$ cat src/sv/lli_pkg.sv
// Shared types and constants for the LED link indicator.
// Used by lli_ctrl, lli_dp and led_link_indicator_unit; no dependencies.
package lli_pkg;

  // Widths fixed by the stream and register formats
  localparam int unsigned NOW_W    = 32;   // now_ms field on the stream
  localparam int unsigned CFG_W    = 16;   // interval / period registers
  localparam int unsigned DUTY_W   = 8;
  localparam int unsigned PROD_W   = 24;   // 510 * (period/2) fits in 24 bits
  localparam int unsigned APB_DW   = 32;
  localparam int unsigned APB_AW   = 3;
  localparam int unsigned S_DATA_W = 40;   // new_mode + now_ms, padded to bytes

  localparam int unsigned TIME_BITS_DEF = 32;

  typedef logic [1:0] mode_t;
  localparam mode_t MODE_OFF       = 2'd0;
  localparam mode_t MODE_PAIRING   = 2'd1;
  localparam mode_t MODE_CONNECTED = 2'd2;
  localparam mode_t MODE_RSVD      = 2'd3;

  localparam logic OP_TICK = 1'b0;
  localparam logic OP_MODE = 1'b1;

  localparam logic [0:0] REG_BLINK  = 1'b0;
  localparam logic [0:0] REG_PERIOD = 1'b1;

  localparam logic [CFG_W-1:0]  BLINK_RST  = 16'd200;
  localparam logic [CFG_W-1:0]  PERIOD_RST = 16'd2000;
  localparam logic [DUTY_W-1:0] DUTY_DARK  = 8'hFF;
  localparam logic [DUTY_W-1:0] DUTY_LIT   = 8'h00;
  localparam logic [8:0]        LEVEL_SCALE = 9'd510;  // 2 * 255

  typedef enum logic [2:0] {
    ST_IDLE,
    ST_DECIDE,
    ST_PHASE,
    ST_LVL_START,
    ST_LEVEL,
    ST_EMIT
  } ctrl_state_e;

  typedef struct packed {
    logic load;         // latch accepted word
    logic mode_wr;      // store mode, clear flag, stamp time
    logic toggle;       // flip flag, stamp time, set blink duty
    logic duty_dark;
    logic phase_start;  // now mod period
    logic mul;          // d * 510
    logic level_start;  // (d * 510) / period
    logic duty_level;
    logic emit;
  } dp_cmd_t;

  typedef struct packed {
    logic  item_op;
    mode_t item_mode;
    mode_t mode;
    logic  elapsed_ge;
    logic  div_done;
    logic  out_busy;
  } dp_sts_t;

endpackage

$ cat src/sv/lli_ctrl.sv
// Sequencing FSM for the LED link indicator.
// Depends on lli_pkg; drives lli_dp through dp_cmd_t, reads dp_sts_t.
module lli_ctrl (
  input  logic             clk_i,
  input  logic             rst_ni,
  input  logic             in_valid_i,
  output logic             in_ready_o,
  input  lli_pkg::dp_sts_t sts_i,
  output lli_pkg::dp_cmd_t cmd_o
);
  import lli_pkg::*;

  ctrl_state_e state_q, state_d;

  always_ff @(posedge clk_i or negedge rst_ni) begin
    if (!rst_ni) begin
      state_q <= ST_IDLE;
    end else begin
      state_q <= state_d;
    end
  end

  always_comb begin
    state_d    = state_q;
    cmd_o      = '0;
    in_ready_o = 1'b0;
    unique case (state_q)
      ST_IDLE: begin
        in_ready_o = 1'b1;
        if (in_valid_i) begin
          cmd_o.load = 1'b1;
          state_d    = ST_DECIDE;
        end
      end
      ST_DECIDE: begin
        state_d = ST_IDLE;
        if (sts_i.item_op == OP_MODE) begin
          if (sts_i.item_mode != MODE_RSVD) begin
            cmd_o.mode_wr = 1'b1;
            if (sts_i.item_mode == MODE_OFF) begin
              cmd_o.duty_dark = 1'b1;
              state_d         = ST_EMIT;
            end
          end
        end else begin
          unique case (sts_i.mode)
            MODE_OFF: begin
              cmd_o.duty_dark = 1'b1;
              state_d         = ST_EMIT;
            end
            MODE_PAIRING: begin
              if (sts_i.elapsed_ge) begin
                cmd_o.toggle = 1'b1;
                state_d      = ST_EMIT;
              end
            end
            MODE_CONNECTED: begin
              cmd_o.phase_start = 1'b1;
              state_d           = ST_PHASE;
            end
            default: state_d = ST_IDLE;
          endcase
        end
      end
      ST_PHASE: begin
        if (sts_i.div_done) begin
          cmd_o.mul = 1'b1;
          state_d   = ST_LVL_START;
        end
      end
      ST_LVL_START: begin
        cmd_o.level_start = 1'b1;
        state_d           = ST_LEVEL;
      end
      ST_LEVEL: begin
        if (sts_i.div_done) begin
          cmd_o.duty_level = 1'b1;
          state_d          = ST_EMIT;
        end
      end
      ST_EMIT: begin
        if (!sts_i.out_busy) begin
          cmd_o.emit = 1'b1;
          state_d    = ST_IDLE;
        end
      end
      default: state_d = ST_IDLE;
    endcase
  end

endmodule

$ cat src/sv/lli_dp.sv
// Datapath: indicator state, shared restoring divider, scale multiply, output register.
// Depends on lli_pkg; commanded by lli_ctrl.
module lli_dp #(
  parameter int unsigned TIME_BITS = lli_pkg::TIME_BITS_DEF
) (
  input  logic                        clk_i,
  input  logic                        rst_ni,
  input  lli_pkg::dp_cmd_t            cmd_i,
  output lli_pkg::dp_sts_t            sts_o,
  input  logic                        in_op_i,
  input  lli_pkg::mode_t              in_mode_i,
  input  logic [lli_pkg::NOW_W-1:0]   in_now_i,
  input  logic [lli_pkg::CFG_W-1:0]   blink_interval_i,
  input  logic [lli_pkg::CFG_W-1:0]   breathing_period_i,
  input  logic                        out_ready_i,
  output logic                        out_valid_o,
  output logic [lli_pkg::DUTY_W-1:0]  out_duty_o
);
  import lli_pkg::*;

  localparam int unsigned DIV_W = (TIME_BITS > PROD_W) ? TIME_BITS : PROD_W;
  localparam int unsigned CNT_W = $clog2(DIV_W + 1);

  // latched word
  logic                 item_op_q;
  mode_t                item_mode_q;
  logic [TIME_BITS-1:0] item_now_q;

  // indicator state
  mode_t                mode_q;
  logic                 blink_q;
  logic [TIME_BITS-1:0] last_q;

  // divider / arithmetic
  logic [CNT_W-1:0]  cnt_q;
  logic [CFG_W-1:0]  rem_q, rem_d;
  logic [DIV_W-1:0]  quo_q, quo_d;
  logic [CFG_W:0]    rem_shift;
  logic [CFG_W-1:0]  period;
  logic [CFG_W-1:0]  tri_d;
  logic [PROD_W-1:0] prod_q;
  logic [DUTY_W-1:0] duty_q;

  logic                 out_valid_q;
  logic [DUTY_W-1:0]    out_duty_q;
  logic [TIME_BITS-1:0] elapsed;

  // zero period behaves as one
  assign period  = (breathing_period_i == '0) ? CFG_W'(1) : breathing_period_i;
  assign elapsed = item_now_q - last_q;

  // one restoring step per cycle, dividend shifts out of quo_q as quotient shifts in
  always_comb begin
    rem_shift = {rem_q, quo_q[DIV_W-1]};
    if (rem_shift >= {1'b0, period}) begin
      rem_d = CFG_W'(rem_shift - {1'b0, period});
      quo_d = {quo_q[DIV_W-2:0], 1'b1};
    end else begin
      rem_d = rem_shift[CFG_W-1:0];
      quo_d = {quo_q[DIV_W-2:0], 1'b0};
    end
  end

  // triangle distance from phase (rem_q after the first division)
  always_comb begin
    if ({rem_q, 1'b0} < {1'b0, period}) begin
      tri_d = rem_q;
    end else begin
      tri_d = period - rem_q;
    end
  end

  always_ff @(posedge clk_i or negedge rst_ni) begin
    if (!rst_ni) begin
      mode_q      <= MODE_PAIRING;
      blink_q     <= 1'b0;
      last_q      <= '0;
      cnt_q       <= '0;
      out_valid_q <= 1'b0;
    end else begin
      if (cmd_i.mode_wr) begin
        mode_q  <= item_mode_q;
        blink_q <= 1'b0;
        last_q  <= item_now_q;
      end else if (cmd_i.toggle) begin
        blink_q <= !blink_q;
        last_q  <= item_now_q;
      end
      if (cmd_i.phase_start || cmd_i.level_start) begin
        cnt_q <= CNT_W'(DIV_W);
      end else if (cnt_q != '0) begin
        cnt_q <= cnt_q - CNT_W'(1);
      end
      if (cmd_i.emit) begin
        out_valid_q <= 1'b1;
      end else if (out_ready_i) begin
        out_valid_q <= 1'b0;
      end
    end
  end

  // payload, no reset
  always_ff @(posedge clk_i) begin
    if (cmd_i.load) begin
      item_op_q   <= in_op_i;
      item_mode_q <= in_mode_i;
      item_now_q  <= TIME_BITS'(in_now_i);
    end
    if (cmd_i.phase_start) begin
      rem_q <= '0;
      quo_q <= DIV_W'(item_now_q);
    end else if (cmd_i.level_start) begin
      rem_q <= '0;
      quo_q <= DIV_W'(prod_q);
    end else if (cnt_q != '0) begin
      rem_q <= rem_d;
      quo_q <= quo_d;
    end
    if (cmd_i.mul) begin
      prod_q <= PROD_W'(tri_d) * PROD_W'(LEVEL_SCALE);
    end
    if (cmd_i.duty_dark) begin
      duty_q <= DUTY_DARK;
    end else if (cmd_i.toggle) begin
      duty_q <= blink_q ? DUTY_DARK : DUTY_LIT;  // flag about to set -> lit
    end else if (cmd_i.duty_level) begin
      duty_q <= DUTY_DARK - quo_q[DUTY_W-1:0];
    end
    if (cmd_i.emit) begin
      out_duty_q <= duty_q;
    end
  end

  assign sts_o.item_op    = item_op_q;
  assign sts_o.item_mode  = item_mode_q;
  assign sts_o.mode       = mode_q;
  assign sts_o.elapsed_ge = elapsed >= TIME_BITS'(blink_interval_i);
  assign sts_o.div_done   = (cnt_q == '0);
  assign sts_o.out_busy   = out_valid_q && !out_ready_i;

  assign out_valid_o = out_valid_q;
  assign out_duty_o  = out_duty_q;

  // divider is never restarted mid-run
  a_div_idle_on_start: assert property (@(posedge clk_i) disable iff (!rst_ni)
    (cmd_i.phase_start || cmd_i.level_start) |-> cnt_q == '0)
    else $error("divider restarted while busy");

  // a pending word is never overwritten
  a_no_overwrite: assert property (@(posedge clk_i) disable iff (!rst_ni)
    cmd_i.emit |-> !(out_valid_q && !out_ready_i))
    else $error("result register overwritten");

  // triangle level quotient never exceeds 255
  a_level_range: assert property (@(posedge clk_i) disable iff (!rst_ni)
    cmd_i.duty_level |-> quo_q[DIV_W-1:DUTY_W] == '0)
    else $error("level out of range");

  // stored mode never takes the reserved code
  a_mode_legal: assert property (@(posedge clk_i) disable iff (!rst_ni)
    mode_q != MODE_RSVD)
    else $error("reserved mode stored");

endmodule

$ cat src/sv/led_link_indicator_unit.sv
// Sequence: a mode change is latched, then stored (a change to off also emits dark); an off or
//   pairing tick is latched, decided and emitted to the output register; a connected tick runs
//   the shared one-bit-per-cycle restoring divider twice (phase, then level) before the emit.
// Throughput: one word at a time; s_tready is high only while the sequencer is idle,
//   and a finished result waits in the output register while the next word is taken.
// Reset (rst_ni, async low): pairing mode, flag clear, last toggle 0, interval 200,
//   period 2000, no result pending.
module led_link_indicator_unit #(
  parameter int unsigned TIME_BITS = lli_pkg::TIME_BITS_DEF
) (
  input  logic                          clk_i,
  input  logic                          rst_ni,
  // input words
  input  logic                          s_tvalid,
  output logic                          s_tready,
  input  logic [lli_pkg::S_DATA_W-1:0]  s_tdata,  // [1:0] new_mode, [33:2] now_ms, rest 0
  input  logic [0:0]                    s_tuser,  // [0] operation (0 tick, 1 mode change)
  // result words
  output logic                          m_tvalid,
  input  logic                          m_tready,
  output logic [lli_pkg::DUTY_W-1:0]    m_tdata,  // [7:0] pwm_duty
  // register port
  input  logic                          psel,
  input  logic                          penable,
  input  logic                          pwrite,
  input  logic [lli_pkg::APB_AW-1:0]    paddr,
  input  logic [lli_pkg::APB_DW-1:0]    pwdata,
  output logic [lli_pkg::APB_DW-1:0]    prdata,
  output logic                          pready
);
  import lli_pkg::*;

  logic [CFG_W-1:0] blink_q, period_q;
  logic             wr_en;
  logic [0:0]       reg_idx;
  dp_cmd_t          cmd;
  dp_sts_t          sts;

  // registers at byte address 4*i; address bits below the word are ignored
  assign pready  = 1'b1;
  assign reg_idx = paddr[2:2];
  assign wr_en   = psel && penable && pwrite && pready;

  always_ff @(posedge clk_i or negedge rst_ni) begin
    if (!rst_ni) begin
      blink_q  <= BLINK_RST;
      period_q <= PERIOD_RST;
    end else if (wr_en) begin
      unique case (reg_idx)
        REG_BLINK:  blink_q  <= pwdata[CFG_W-1:0];
        REG_PERIOD: period_q <= pwdata[CFG_W-1:0];
        default: ;
      endcase
    end
  end

  always_comb begin
    unique case (reg_idx)
      REG_BLINK:  prdata = APB_DW'(blink_q);
      REG_PERIOD: prdata = APB_DW'(period_q);
      default:    prdata = '0;
    endcase
  end

  lli_ctrl u_ctrl (
    .clk_i      (clk_i),
    .rst_ni     (rst_ni),
    .in_valid_i (s_tvalid),
    .in_ready_o (s_tready),
    .sts_i      (sts),
    .cmd_o      (cmd)
  );

  lli_dp #(
    .TIME_BITS (TIME_BITS)
  ) u_dp (
    .clk_i              (clk_i),
    .rst_ni             (rst_ni),
    .cmd_i              (cmd),
    .sts_o              (sts),
    .in_op_i            (s_tuser[0]),
    .in_mode_i          (s_tdata[1:0]),
    .in_now_i           (s_tdata[NOW_W+1:2]),
    .blink_interval_i   (blink_q),
    .breathing_period_i (period_q),
    .out_ready_i        (m_tready),
    .out_valid_o        (m_tvalid),
    .out_duty_o         (m_tdata)
  );

endmodule

$ cat config.mk
export PLATFORM = sky130hd
export DESIGN_NAME = led_link_indicator_unit
export DESIGN_NICKNAME = d
export VERILOG_FILES = /design/src/sv/lli_pkg.sv /design/src/sv/lli_ctrl.sv /design/src/sv/lli_dp.sv /design/src/sv/led_link_indicator_unit.sv
export SDC_FILE = /design/constraint.sdc
export NUM_CORES = 1
export LEC_CHECK = 0
export BUFFER_PORTS_ARGS = -buffer_cell sky130_fd_sc_hd__buf_2
export CAP_MARGIN = 20
export CORE_ASPECT_RATIO = 1.75
export CORE_MARGIN = 10
export CORE_UTILIZATION = 62
export CTS_BUF_LIST = sky130_fd_sc_hd__clkbuf_8 sky130_fd_sc_hd__clkbuf_16
export DETAILED_ROUTE_END_ITERATION = 10
export GPL_TIMING_DRIVEN = 0
export PLACE_DENSITY = 0.82
export SLEW_MARGIN = 5
export SYNTH_ARGS = -nofsm -noshare
export SYNTH_HDL_FRONTEND = slang
export SYNTH_SLANG_ARGS = --single-unit
$ cat constraint.sdc
create_clock -name clk_i -period 8.2 [get_ports clk_i]
set_input_delay 0.82 -clock clk_i [delete_from_list [all_inputs] [get_ports clk_i]]
set_output_delay 0.82 -clock clk_i [all_outputs]
set_load 0.03 [all_outputs]
# Yosys cells after proc, flatten, opt, wreduce, memory -nomap -nowiden
# Index checks and enable logic that the tools add are counted.
# totals
reg_bits,199
word_cells,109
# classes
add_sub_neg,5
mul,1
order_cmp,3
n_eq_ne,12
mux,50
bitwise,1
reduce_logical,21
# ops
cell,n
$mux W32,5
$pmux W32 S2,1
$mux W16,3
$ge A32 B16 Y1,1
$sub A16 B16 Y16,2
$sub A32 B32 Y32,1
$mux W1,25
$mux W3,8
$mux W8,3
$mul A16 B8 Y23 const B,1
$pmux W3 S6,1
$ge A17 B16 Y1,1
$lt A17 B16 Y1,1
$logic_not A16 Y1,1
$mux W6,2
$ne A2 B2 Y1 const B,5
$pmux W3 S3,1
$reduce_bool A2 Y1,4
$sub A8 B8 Y8 const A,1
$eq A3 B2 Y1 const B,2
$eq A3 B3 Y1 const B,2
$logic_not A6 Y1,1
$reduce_bool A6 Y1,1
$sub A6 B1 Y6 const B,1
14 further kinds,19

# Longest topological paths before layout
# Gate-level depths: netlist of run 1.
# depth
word_depth,8
ltp_mapped,33
depth_no_buf,31

# Modules after synthesis
# From an unflattened synthesis of run 1, not the netlist that was laid out.
# hier_totals
cells_unflattened,1516
hier_area_um2,15074.5
# modules_own_cells
module,n_inst,cells_per_inst,area_each_um2,seq_area_each_um2
lli_dp,1,1365,13156.4,4475.5
led_link_indicator_unit,1,105,1609.0,812.0
lli_ctrl,1,46,309.0,75.1

# Least setup slack after synthesis of run 1
# Ideal clock, no wire load.
# synth_path
path_kind,reg2reg
start,reg period_q[8]
end,reg u_dp.prod_q[22] (data pin)
setup_ns,0.257
arrival_ns,7.302
required_time_ns,7.943
slack_ns,0.641
path_stages_with_launch,32
n_path_buf,4
cell_sequence,dfstp_2 -> inv_1 -> ha_1 -> clkbuf_1 -> and2_1 -> nand3_1 -> o211ai_1 -> nand2b_1 -> a21oi_1 -> a211o_1 -> clkbuf_1 -> clkbuf_1 -> clkbuf_1 -> o21ai_0 -> fa_1 -> inv_1 -> fa_1 -> inv_1 -> fa_1 -> inv_1 -> fa_1 -> inv_1 -> ha_1 -> or2_2 -> a21oi_1 -> a31oi_1 -> a41oi_1 -> a2111oi_0 -> o21a_1 -> o21a_1 -> o41a_1 -> xor2_1
# synth_between
elab_chain_len,5
word_cells_on_any_way,6
classes_between,add/sub (1); mul (1); order compare (1); mux (2); reduce/logical (1)
# synth_lines
element,line_no,text
start: declaration,led_link_indicator_unit.sv:33,"logic [CFG_W-1:0] blink_q, period_q;"
start signal: assignment,led_link_indicator_unit.sv:51,REG_PERIOD: period_q <= pwdata[CFG_W-1:0];
$logic_not A16 Y1,lli_dp.sv:49,assign period = (breathing_period_i == '0) ? CFG_W'(1) : breathing_period_i;
$mux W16 (*),lli_dp.sv:49,
$sub A16 B16 Y16 / $lt A17 B16 Y1 (equally long branches),"lli_dp.sv:69, lli_dp.sv:66",
$mux W16 (*),lli_dp.sv:66,"if ({rem_q, 1'b0} < {1'b0, period}) begin"
$mul A16 B8 Y23 (*),lli_dp.sv:120,prod_q <= PROD_W'(tri_d) * PROD_W'(LEVEL_SCALE);
end signal: assignment,lli_dp.sv:120,
end: declaration,lli_dp.sv:41,logic [PROD_W-1:0] prod_q;
# Mark *: on every way between the ends. The rest lies on a longest branch, timed or not.
# A chain may end at the register's enable or synchronous reset.

# Worst setup path after layout of run 1
# layout_path
start,reg period_q[15]
end,reg u_dp.prod_q[22] (data pin)
# The elaborated chain is that of the path after synthesis.

==> results.yml, run 1 <==
timing:
  slew_violations: 0
  worst_slew_pin_slew_ps: 925
  skew_ps: 14.5
  max-slew-margin-rel_pct: 37.9
  finalWorstPathRequiredPeriod_ps: 7890
  total_setup_violations_reported_at_the_end_of_the_flow: 0
  timing.final.crit_share_pct: 96.3
  fmaxAchievable_ghz: 0.127
  finalHoldViolations: 0
grt:
  antenna_found_initial: 1
  groute.usage.overall_pct: 29.5
  grt_first_pass_wirelength_mm: 77.0
  gr-total-overflow: 0
  grt_pass1_vias: 14700
  grt_start_max_net_pins: 63
layout:
  layout.cells.non_filler: 2267
  antenna_cells: 0
  layout-drive-gt1-share_pct: 12.7
  final_area_mm2: 0.0179
  syn2layout_area_growth_pct: 10.4
  design.final.nets: 2206
synthesis:
  post_synth_main_area_contributors: "sky130_fd_sc_hd__edfxtp_1, sky130_fd_sc_hd__dfrtp_1, sky130_fd_sc_hd__ha_1"
  yosys-top-cells-count: "sky130_fd_sc_hd__inv_1, sky130_fd_sc_hd__nand2_1, sky130_fd_sc_hd__ha_1, sky130_fd_sc_hd__o21ai_0, sky130_fd_sc_hd__nand3_1"
  async_flop_share_pct: 38.7
  syn-cell-area_mm2: 0.0163
  synth_top_area_cell: "sky130_fd_sc_hd__edfxtp_1"
  yosys.cell_types.count: 77
  yosys_register_bits: 199
  synthesis.area_per_instance_um2: 8.98
  synth_edf_count: 98
  ys_seq_area_share_pct: 33.0
  synth_top_area_share_pct: 18.1
  yosysWarningCount: 0
  synthMostInstantiatedCell: "sky130_fd_sc_hd__inv_1"
  synth_top_flop_cell: "sky130_fd_sc_hd__edfxtp_1"
  syn-instance-count: 1811
cts:
  cts.htree.levels: 4
  cts_root_buf: "sky130_fd_sc_hd__clkbuf_16"
  cts.path.max_buffers: 2
  tritoncts: "yes"
  clkSinkCount: 199
  numCtsBuffers: 17
  skew_pair_late_insertion_delay_ps: 470
  cts.reportedPaths.clkPinSlew_ps: 80
run:
  timing.max_cap.violations: 0
detailed_routing:
  antenna_violating_nets_remaining: 0
  vias: 14500
  drc_errors: 0
  post_drt_wl_per_cell_um: 21.5
  post_drt_via_cell_ratio: 6.40
  pre_repair_dr_iteration_count: 6
  postRouteWirelength_mm: 48.7
  drtIter0Drc: 1097
worst_setup_path:
  crit_start: "period_q[15]"
  start_kind: "flop"
  criticalPathCategory: "reg2reg"
  required_ps: 8460
  timing.critical_path.slowest_cell_delay_ps: 560
  critPathSlowestCell: "sky130_fd_sc_hd__fa_1"
  timing.critical_path.arrival_ps: 8160
  timing.critical_path.fanout_max: 9
  timing.reg2reg.setup_slack_ps: 310
  reg2reg_from: "period_q[15]"
  critPathCaptureType: "flop"
floorplan:
  die_height_um: 234
  chipWidth_um: 142
  core_box_area_mm2: 0.0259
  floorplan.initialDensity_pct: 62.9
  floorplan.io_pins: 126
  placement_rows: 78
  overall_die_area_mm2: 0.0334
placed_design:
  gp_congestion: 0.976
  place_area_mm2: 0.0172
  dp.final_hpwl_mm: 37.9
  port-buffer-count: 83
  placed_cells: 2234
run_status:
  outcome: "finished clean"
min_path:
  hold_path.class: "in2async"
-- cells in the final DEF (no fill, tap or decap), types with 7 or more instances in the layout --
master,instances
sky130_fd_sc_hd__inv_1,213
sky130_fd_sc_hd__nand2_1,143
sky130_fd_sc_hd__ha_1,125
sky130_fd_sc_hd__o21ai_0,110
sky130_fd_sc_hd__nand3_1,101
sky130_fd_sc_hd__edfxtp_1,98
sky130_fd_sc_hd__buf_2,93
sky130_fd_sc_hd__nor2_1,91
sky130_fd_sc_hd__a21oi_1,81
sky130_fd_sc_hd__clkbuf_1,80
sky130_fd_sc_hd__dfrtp_1,67
sky130_fd_sc_hd__fa_1,62
sky130_fd_sc_hd__xnor2_1,48
sky130_fd_sc_hd__a31oi_1,43
sky130_fd_sc_hd__o211ai_1,42
sky130_fd_sc_hd__mux2_2,36
sky130_fd_sc_hd__nor3_1,33
sky130_fd_sc_hd__a22o_1,31
sky130_fd_sc_hd__mux2i_1,28
sky130_fd_sc_hd__dfxtp_1,24
sky130_fd_sc_hd__buf_4,23
sky130_fd_sc_hd__o21a_1,21
sky130_fd_sc_hd__a21o_1,20
sky130_fd_sc_hd__xor2_1,19
sky130_fd_sc_hd__conb_1,17
sky130_fd_sc_hd__clkbuf_16,17
sky130_fd_sc_hd__nand2b_1,16
sky130_fd_sc_hd__or3_1,15
sky130_fd_sc_hd__a211oi_1,14
sky130_fd_sc_hd__nor2b_1,14
sky130_fd_sc_hd__and3_1,13
sky130_fd_sc_hd__and2_1,12
sky130_fd_sc_hd__or2_2,12
sky130_fd_sc_hd__nand4_1,12
sky130_fd_sc_hd__o31ai_1,10
sky130_fd_sc_hd__dfstp_2,10
sky130_fd_sc_hd__o2111ai_1,8
sky130_fd_sc_hd__nand3b_1,7
sky130_fd_sc_hd__a21boi_0,7
-- worst paths after layout --
kind	end	cells after the start
min	blink_q[5]	1
min in group clk_i	u_dp.out_duty_o[6]	0
max	u_dp.prod_q[22]	28
max reg2reg	u_dp.prod_q[22]	28
min reg2reg	u_dp.out_duty_o[6]	0
max in group asynchronous	period_q[9]	2
-- area by class of cell --
class / instances / area (um^2)
inverters: 213 / 800
flip-flops and latches: 199 / 5360
well taps: 320 / 400
plain buffers: 116 / 527
clock inverters: 14 / 115
clock buffers: 18 / 439
fillers: 1997 / 7920
repair buffers: 92 / 523
multi-input cells: 1295 / 9770
-- per-layer routing --
metal | part of all wire [%] | track usage (%) | wire length, um
met1 | 33 | 28.4 | 16200
met4 | 8.1 | 23.3 | 3930
met3 | 5.0 | 4.94 | 2450
met5 | 0.014 | 0 | 7
met2 | 54 | 54.1 | 26100
-- what timing repair did --
item / 4_1_cts / 5_1_grt
pin swaps: 0 / 3
gates resized for setup: 10 / 28
hold buffers: 0 / 0
buffers inserted: 0 / 2
endpoints found under the setup margin: 4 / 5
endpoints found under the hold margin: 0 / 0
-- metrics by stage --
stage          setup WS [ps]  hold slack (ps)  utilization (%)  setup TNS, ps
2_1_floorplan            641              403                -              0
6_report                 307              221             69.4              0
3_3_place_gp            -645              425             66.2           -971
5_1_grt                -65.7              213             69.4           -130
4_1_cts               -0.785              214             68.8         -0.785
3_5_place_dp            -827              419             66.6          -1730
-- critical path: cells and delay by family (launching register included) --
kind                       cells  cell delay (ps)
adders and majority gates      7             3150
AOI/OAI and AO/OA             10             2050
and+or+nand+nor                4              970
DFF                            1              490
buffers and inverters          5              440
muxes                          1              330
xor gates and xnor gates       1              270
-- logic make-up after synthesis --
| kind of cell | Yosys count | synth area share, % |
|---|---|---|
| simple gates | 498 | 14.8 |
| flops | 199 | 33.0 |
| fa+ha+maj | 189 | 17.5 |
| other cells | 2 | 0.0462 |
| compound gates | 453 | 18.3 |
| buf+inv | 332 | 8.19 |
| mux | 67 | 4.40 |
| xor+xnor | 71 | 3.83 |
-- flip-flops by register name (all words and copies together) (netlist names), 6 cells and up --
name and cells:
blink_q 16, u_dp.prod_q 23, u_dp.out_duty_o 8, u_dp.duty_q 8, u_dp.item_now_q 32, period_q 16, u_dp.last_q 32, u_dp.rem_q 16
u_dp.quo_q 32, u_dp.cnt_q 6
Power of run 1 is left out: the tool's default activity adds up to more than one toggle a clock period on the data nets, which glitch-free logic cannot reach.
==> run 2: changes to the inputs <==
- BUFFER_PORTS_ARGS: -buffer_cell sky130_fd_sc_hd__buf_2 -> unset
- CORE_UTILIZATION: 62 -> 66
- DONT_BUFFER_PORTS: unset -> 1
- RECOVER_POWER: unset -> 25
==> results.yml, run 2 (synthesis results as in run 1) <==
timing:
  setup_repair_after_global_routing_missed_its_margin: "no"
  finalWorstPathRequiredPeriod_ps: 7870
  timing.final.crit_share_pct: 95.9
  slew_violations: 0
  fmaxAchievable_ghz: 0.127
  finalHoldViolations: 0
  skew_ps: 15.9
  total_setup_violations_reported_at_the_end_of_the_flow: 0
  max-slew-margin-rel_pct: 25.4
  totalNegativeSetupSlack_ps: 0
  worst_slew_pin_slew_ps: 1110
min_path:
  hold_path.class: "in2async"
cts:
  tritoncts: "yes"
  skew_pair_late_insertion_delay_ps: 470
  numCtsBuffers: 17
  cts.path.max_buffers: 2
  cts.htree.levels: 4
  clkSinkCount: 199
  cts_root_buf: "sky130_fd_sc_hd__clkbuf_16"
  post_cts_hold_fix_bufs: 0
  cts.reportedPaths.clkPinSlew_ps: 90
detailed_routing:
  drc_errors: 0
  vias: 14200
  post_drt_via_cell_ratio: 6.51
  drtIter0Drc: 1066
  post_drt_wl_per_cell_um: 21.5
  antenna_violating_nets_remaining: 0
  pre_repair_dr_iteration_count: 8
  postRouteWirelength_mm: 46.8
layout:
  register_area_mm2: 0.00537
  layout.cells.non_filler: 2176
  mostFrequentLayoutCell: "sky130_fd_sc_hd__inv_1"
  multiInputGateArea_mm2: 0.00977
  syn2layout_area_growth_pct: 7.87
  layout-drive-gt1-share_pct: 8.87
  mostFrequentLayoutCells: "sky130_fd_sc_hd__inv_1, sky130_fd_sc_hd__nand2_1, sky130_fd_sc_hd__ha_1"
  design.final.nets: 2120
  final.fill_count: 1861
  final_area_mm2: 0.0175
  top_regs: "u_dp.item_now_q x32, u_dp.last_q x32, u_dp.quo_q x32"
floorplan:
  core_box_area_mm2: 0.0244
  overall_die_area_mm2: 0.0316
  die_height_um: 228
  placement_rows: 76
  floorplan.io_pins: 126
  chipWidth_um: 139
  floorplan.initialDensity_pct: 66.5
worst_setup_path:
  reg2reg_from: "period_q[8]"
  critPathSlowestCell: "sky130_fd_sc_hd__dfstp_2"
  reg2reg_capture_point: "u_dp.prod_q[23]"
  critPathCaptureType: "flop"
  timing.critical_path.slowest_cell_delay_ps: 640
  criticalPathCategory: "reg2reg"
  timing.critical_path.arrival_ps: 8110
  rr_worst_depth: 30
  start_kind: "flop"
  timing.reg2reg.setup_slack_ps: 330
  crit_start: "period_q[8]"
  required_ps: 8450
  worst_path_most_repeated_cell: "sky130_fd_sc_hd__fa_1"
  timing.critical_path.fanout_max: 6
grt:
  grt_start_max_net_pins: 78
  grt_pass1_vias: 14500
  groute.usage.overall_pct: 29.3
  gr-total-overflow: 0
  antenna_found_initial: 4
  grt_first_pass_wirelength_mm: 73.8
placed_design:
  gp_congestion: 0.977
  placed_cells: 2143
  port-buffer-count: 0
  dp.final_hpwl_mm: 36.9
  place_area_mm2: 0.0168
run:
  timing.max_cap.violations: 0
run_status:
  outcome: "finished clean"
==> run 2: layer usage <==
metal	GRT usage [%]	up-vias	part of all wire (%)	wire length, um
li1	-	6448	-	-
met4	23.1	2	8.1	3770
met3	4.85	228	5.3	2490
met5	0	-	0.017	8
met2	55.4	614	54	25500
met1	27.2	6879	32	15100
==> run 2: what timing repair did <==
action,in CTS,in global routing
setup endpoints to repair,5,7
pin swaps,0,6
setup buffers,0,1
gates resized for setup,12,35
==> run 2: how the worst max path moves through the flow <==
| stage | endpoint | slack (ps) |
|---|---|---|
| 3_3_place_gp | u_dp.prod_q[22] | -580 |
| 6_report | u_dp.prod_q[23] | 330 |
| 5_1_grt | u_dp.prod_q[22] | 7 |
| 2_1_floorplan | u_dp.prod_q[22] | 640 |
| 3_5_place_dp | u_dp.prod_q[22] | -750 |
| 4_1_cts | u_dp.prod_q[23] | 5 |
==> run 2: layout make-up <==
class                   count  area share [%]
multi-input cells        1295            55.7
flip-flops and latches    199            30.6
inverters                 213            4.57
plain buffers             115            3.00
clock buffers              17            2.43
well taps                 312            2.23
clock inverters            15            1.01
repair buffers              7           0.414
diodes                      3          0.0428
==> run 2: through the flow <==
step	util, %	hold WS, ps	setup WS (ps)
after floorplan	-	403	641
after global placement	68.3	412	-580
after CTS	71.2	22.9	4.82
after global routing	71.7	21.5	7.45
final	71.7	35.4	335
after detailed placement	68.6	408	-754
==> run 2: critical path, delay by kind of cell, from the launching register on <==
family,cells,cell delay [ps]
fa+ha+maj,7,2820
flops,1,640
compound gates,11,2480
buf+inv,4,290
simple gates,6,800
xor+xnor,1,220
mux,1,390
Power of run 2 is left out for the same reason.
